==> config.mk <==
export PLATFORM = sky130hd
export DESIGN_NAME = ezmc_sqrt_cell
export DESIGN_NICKNAME = d
export VERILOG_FILES = /design/src/hw/rtl/ezmc_pkg.sv /design/src/hw/rtl/ezmc_sqrt_cell.sv
export SDC_FILE = /design/constraint.sdc
export NUM_CORES = 1
export LEC_CHECK = 0
export BUFFER_PORTS_ARGS = -buffer_cell sky130_fd_sc_hd__buf_2
export CORE_AREA = 2 2 447 449
export DETAILED_ROUTE_END_ITERATION = 10
export DIE_AREA = 0 0 449 451
export GPL_TIMING_DRIVEN = 0
export SYNTH_ARGS = -nofsm -noshare
export SYNTH_HDL_FRONTEND = slang
export SYNTH_SLANG_ARGS = --single-unit
==> constraint.sdc <==
create_clock -name i_clk -period 4.3 [get_ports i_clk]
set_clock_uncertainty 0.2 [all_clocks]
set_input_delay 0.645 -clock i_clk [delete_from_list [all_inputs] [get_ports i_clk]]
set_output_delay 0.645 -clock i_clk [all_outputs]
set_load 0.02 [all_outputs]
==> src/hw/rtl/ezmc_pkg.sv <==
// Shared types, constants and helper functions for the ZXZ Euler / matrix converter.
// No dependencies; used by every other file of the block.
`timescale 1ns / 1ps
`default_nettype none

package ezmc_pkg;

    localparam int WF       = 30;   // internal fraction bits
    localparam int LW       = 36;   // lane datapath width
    localparam int AMW      = 33;   // widest angle field carried as echo
    localparam int SQ_STEPS = 31;   // root bits of floor_sqrt(2^60 - c^2)
    localparam int SQ_RW    = 62;
    localparam int SQ_QW    = 31;

    typedef logic signed [LW-1:0] t_q;

    localparam t_q PI_Q      = 36'sd3373259426;
    localparam t_q HALF_PI_Q = 36'sd1686629713;
    localparam t_q GAIN_Q    = 36'sd652032874;

    typedef enum logic [1:0] {
        OFF_NONE,
        OFF_PLUS_PI,
        OFF_MINUS_PI
    } t_off;

    typedef struct packed {
        logic rot;      // 1: sin/cos rotation, 0: atan2 vectoring
        logic neg;      // negate x,y at the end
        logic zero;     // atan2 of the zero vector
        t_off off;
    } t_lane_ctl;

    typedef struct packed {
        t_q        x;
        t_q        y;
        t_q        z;
        t_lane_ctl ctl;
    } t_lane;

    typedef struct packed {
        logic                  kind;
        logic                  degen;
        logic signed [AMW-1:0] a0;
        logic signed [AMW-1:0] a1;
        logic signed [AMW-1:0] a2;
    } t_side;

    typedef struct packed {
        t_side             side;
        t_lane [2:0]       lane;
        logic [SQ_RW-1:0]  rem;
        logic [SQ_QW-1:0]  root;
        logic signed [31:0] c;
    } t_sq;

    localparam logic [31:0] ATAN_TAB [32] = '{
        32'hC90FDAA2, 32'h76B19C16, 32'h3EB6EBF2, 32'h1FD5BA9B,
        32'h0FFAADDC, 32'h07FF556F, 32'h03FFEAAB, 32'h01FFFD55,
        32'h00FFFFAB, 32'h007FFFF5, 32'h003FFFFF, 32'h00200000,
        32'h00100000, 32'h00080000, 32'h00040000, 32'h00020000,
        32'h00010000, 32'h00008000, 32'h00004000, 32'h00002000,
        32'h00001000, 32'h00000800, 32'h00000400, 32'h00000200,
        32'h00000100, 32'h00000080, 32'h00000040, 32'h00000020,
        32'h00000010, 32'h00000008, 32'h00000004, 32'h00000002
    };

    // atan(2^-i) rounded from Q0.32 to Q30
    function automatic t_q atan_step(input logic [4:0] i);
        logic [33:0] v;
        v = ({2'b00, ATAN_TAB[i]} + 34'd2) >> 2;
        return t_q'({2'b00, v});
    endfunction

    function automatic t_lane sincos_setup(input t_q th);
        t_lane l;
        l.x        = GAIN_Q;
        l.y        = '0;
        l.z        = th;
        l.ctl.rot  = 1'b1;
        l.ctl.neg  = 1'b0;
        l.ctl.zero = 1'b0;
        l.ctl.off  = OFF_NONE;
        if (th > HALF_PI_Q) begin
            l.z       = th - PI_Q;
            l.ctl.neg = 1'b1;
        end else if (th < -HALF_PI_Q) begin
            l.z       = th + PI_Q;
            l.ctl.neg = 1'b1;
        end
        return l;
    endfunction

    function automatic t_lane atan2_setup(input t_q y, input t_q x);
        t_lane l;
        l.x        = x;
        l.y        = y;
        l.z        = '0;
        l.ctl.rot  = 1'b0;
        l.ctl.neg  = 1'b0;
        l.ctl.zero = (x == '0) && (y == '0);
        l.ctl.off  = OFF_NONE;
        if (x < 0) begin
            l.ctl.off = (y >= 0) ? OFF_PLUS_PI : OFF_MINUS_PI;
            l.x       = -x;
            l.y       = -y;
        end
        return l;
    endfunction

endpackage

`default_nettype wire

==> src/hw/rtl/ezmc_sqrt_cell.sv <==
// One cell of the square root chain: settles one root bit per cycle while i_en is high.
// Depends on ezmc_pkg; carries the rest of the transaction alongside.
`timescale 1ns / 1ps
`default_nettype none

module ezmc_sqrt_cell import ezmc_pkg::*; #(
    parameter int BIT = 0
) (
    input  wire  i_clk,
    input  wire  i_rst_n,
    input  wire  i_en,
    input  wire  i_valid,
    input  t_sq  i_item,
    output logic o_valid,
    output t_sq  o_item
);

    logic             r_valid;
    t_sq              r_item;
    t_sq              n_item;
    logic [SQ_RW-1:0] w_trial;

    // (root + 2^b)^2 - root^2
    assign w_trial = (SQ_RW'(i_item.root) << (BIT + 1)) + (SQ_RW'(1) << (2 * BIT));

    always_comb begin
        n_item = i_item;
        if (i_item.rem >= w_trial) begin
            n_item.rem  = i_item.rem - w_trial;
            n_item.root = i_item.root | (SQ_QW'(1) << BIT);
        end
    end

    always_ff @(posedge i_clk) begin
        if (!i_rst_n) begin
            r_valid <= 1'b0;
        end else if (i_en) begin
            r_valid <= i_valid;
        end
    end

    always_ff @(posedge i_clk) begin
        if (i_en) begin
            r_item <= n_item;
        end
    end

    assign o_valid = r_valid;
    assign o_item  = r_item;

endmodule

`default_nettype wire

# Word level (Yosys, flattened, before mapping)
# Cells that the tools add are included.
# word_totals
output_inout_bits,566
regBits,566
inputBits,569
elab_cells,35
# op_classes
mux,1
order_cmp,1
add_sub_neg,2
# op_table
op,n
$mux W93,1
$ge A62 B33 Y1,1
$sub A62 B33 Y62,1
$add A32 B1 Y33 const B,1

# Depth between registers and ports, before layout
# depth
ltp_word,3
ltp_mapped,12
ltp_nobuf,11

# Least setup slack after synthesis
# No wires, ideal clock.
# synth_path
path_type,input -> register
startpoint,in i_item[49] (netlist name)
endpoint,"reg r_item (netlist bit o_item[110]), data pin"
arrival_time_ns,3.096
path_slack_ns,0.741
required_time_ns,3.838
stages,12
n_path_buf,2
path_cell_list,inv_1 -> ha_1 -> clkbuf_1 -> nand4_1 -> nor3_1 -> a22oi_1 -> a41oi_1 -> a31oi_1 -> buf_6 -> or4b_4 -> nor3_2 -> xor2_1
# synth_rtl
item,line,rtl
start: declaration,ezmc_sqrt_cell.sv:13,"input t_sq i_item,"
end signal: assignment,ezmc_sqrt_cell.sv:44,r_item <= n_item;
end: declaration,ezmc_sqrt_cell.sv:19,t_sq r_item;

==> flow_metrics.env <==
export IMPL_first_pass_iters=5
export IMPL_post_route_min_period_ns=4.28
export IMPL_p_leak_nw=14.8
export IMPL_worstSetupStartpointType="input pin"
export IMPL_synth_top_area_share_pct=84.2
export IMPL_synthArstFlopShare_pct=0
export IMPL_yosysTopAreaCell="edfxtp_1"
export IMPL_hold_class="in2reg"
export IMPL_clock_latency_ns=0.70
export IMPL_die_width_um=449
export IMPL_synth_ff_type="edfxtp_1"
export IMPL_dp_slack_ns=-1.85
export IMPL_root_buffer="clkbuf_16"
export IMPL_synth_edf_count=565
export IMPL_synth_area_mux_share_pct=0.217
export IMPL_antenna_found_initial=134
export IMPL_relSlewSlack_pct=11.5
export IMPL_ir_worst_vdd_uv=249
export IMPL_gr_usage_all_layers_pct=15.0
export IMPL_fin_crit_sh_pct=99.6
export IMPL_synthAdderAreaFrac_pct=2.09
export IMPL_place_hpwl_um=133000
export IMPL_drtAntennaViolNets=0
export IMPL_nNetsFinal=3405
export IMPL_drive_gt1_share_pct=44.8
export IMPL_drc=0
export IMPL_grt_overflow_total=0
export IMPL_avgSynthCellArea_um2=18.8
export IMPL_rows=164
export IMPL_fin_ws_ns=0.0166
export IMPL_path_max_fanout=10
export IMPL_synth_simple_area_share_pct=5.00
export IMPL_cp_required_ns=4.53
export IMPL_grt_pass1_vias=18300
export IMPL_cts_sinks=566
export IMPL_layout_commonest_cell="buf_2"
export IMPL_grt_pass1_wl_um=193000
export IMPL_cap_violations=0
export IMPL_rsz0062_at_grt="false"
export IMPL_initial_utilization_pct=10.2
export IMPL_cp_arrival_ns=4.51
export IMPL_synth_top_family_by_area="simple AND/OR/NAND/NOR gates"
export IMPL_gp_congestion=1.02
export IMPL_netlist_area_um2=20200
export IMPL_fin_util_pct=18.8
export IMPL_core_um2=198000
export IMPL_synth_xor_xnor_area_share_pct=2.61
export IMPL_path_clk_slew_ns=0.07
export IMPL_area_growth_pct=84.5
export IMPL_dieArea_um2=202000
export IMPL_tritoncts="yes"
export IMPL_route_final_wire_length_um=157000
export IMPL_grt_start_max_net_pins=125
export IMPL_wl_per_cell_um=28.3
export IMPL_num_io_pins=1135
export IMPL_synth_compound_area_share_pct=4.42
export IMPL_synthCells=1072
export IMPL_run_status="finished, final reports clean"
export IMPL_yosysWarnings=0
export IMPL_setup_viol=0
export IMPL_hold_viol=0
export IMPL_slew_violations=0
export IMPL_dieHeight_um=451
export IMPL_vias_per_cell=3.23
export IMPL_synthesis_nets=1674
export IMPL_ys_seq_area_share_pct=84.3
export IMPL_clockBufferDepth=3
export IMPL_tightest_slew_ns=1.33
export IMPL_synthTopCellsByArea="edfxtp_1 (84%), ha_1 (2.0%), xnor2_1 (1.4%), o21ai_0 (1.2%), xor2_1 (1.2%)"
export IMPL_power_density_nw_per_um2=440
export IMPL_end_kind="flop"
export IMPL_ctsHtreeMaxLevel=3
export IMPL_numCtsBuffers=78
export IMPL_ys_types=59
export IMPL_port_buffers=1133
export IMPL_max_freq_ghz=0.233
export IMPL_vias=17900
export IMPL_worstSetupPathType="in2reg"
export IMPL_drt_initial_drc_count=1427
export IMPL_layout_common_cells="buf_2 (1133), edfxtp_1 (565), dlygate4sd3_1 (512), clkbuf_16 (78), nand2_1 (60)"
export IMPL_ys_ff_latch=566
## logic make-up (layout without fill, tap and decap cells)
| family | Yosys count | after routing |
|---|---|---|
| flip-flops | 566 | 566 |
| AND/OR/NAND/NOR | 190 | 190 |
| AO/OA/AOI/OAI | 147 | 147 |
| buffers and inverters | 72 | 1861 |
| XOR/XNOR | 60 | 60 |
| adder cells (fa/ha/maj) | 33 | 33 |
| multiplexers | 4 | 4 |
| other | 0 | 33 |
## final timing paths
path,startpoint,depth (start not counted),slack (ns),endpoint
worst max-delay path,i_item[51],13,0.02,o_item[80]
worst min-delay path,i_item[86],3,0.09,o_item[86]
worst max register to register,o_valid,3,2.94,o_valid
worst min register to register,o_valid,3,0.88,o_valid
## through the flow
stage          cells  TNS (ns)  power, mW  hold slack [ns]  cell area [µm²]
2_1_floorplan   1072         0       7.75            0.389            20200
3_5_place_dp    4866    -79.98       9.24            0.319            29300
3_3_place_gp    4861  -4014.37       9.33            0.309            29100
4_1_cts         5516         0       16.7         0.000570            37100
5_1_grt         5542         0       17.0           0.0500            37200
6_report        5550         0       16.4           0.0873            37200
## cells in the mapped netlist, types with 15 or more instances
cell and count:
xor2_1 27, a21oi_1 41, inv_1 45, nor3_1 15, nor2_1 21, xnor2_1 33
nand2_1 60, nand4_1 18, clkbuf_1 24, edfxtp_1 565, o21ai_0 48, ha_1 32
## critical path, cell delays in order
cell	delay, ns
buf_2	0.24
inv_1	0.08
ha_1	0.28
clkbuf_1	0.20
a21oi_1	0.33
a21oi_1	0.11
a211oi_1	0.63
a41oi_4	0.32
a31oi_2	0.49
buf_6	0.24
clkbuf_1	0.58
nand2_1	0.10
o21ai_0	0.23
## sequential cells by signal (all words and copies together) (netlist names)
| signal | count |
|---|---|
| o_valid | 1 |
| o_item | 565 |
## per-layer routing
| metal | routed length, µm | part of all wire [%] | track usage [%] | vias to the layer above |
|---|---|---|---|---|
| li1 | - | - | - | 7682 |
| met1 | 51300 | 33 | 14.6 | 8756 |
| met2 | 81600 | 52 | 27.3 | 1111 |
| met3 | 17400 | 11 | 7.08 | 366 |
| met4 | 6700 | 4.3 | 5.67 | 14 |
| met5 | 89 | 0.057 | 0 | - |
## where the power goes
group	internal, mW	leakage (nW)	switching [mW]
registers	6.61	5.54	0.169
logic	0.953	7.96	1.83
clock network	3.97	1.25	2.85
## final cells by class
type                       instances  area (µm²)
inverter                          45         169
multi-input combinational        434        2960
tap                             2656        3320
clock inverter                    49         616
sequential                       566       17000
buffer                            26         110
fill                           21700      161000
clock buffer                      89        1990
antenna                           33        82.6
timing repair buffer            1652       11000
## repair_timing
action	in CTS	in global routing
hold buffers	512	0
pin swaps	0	2
buffers inserted	0	2
setup endpoints to repair	58	15
endpoints found under the hold margin	511	0
gates resized for setup	14	3
(Power assumes the default switching activity.)
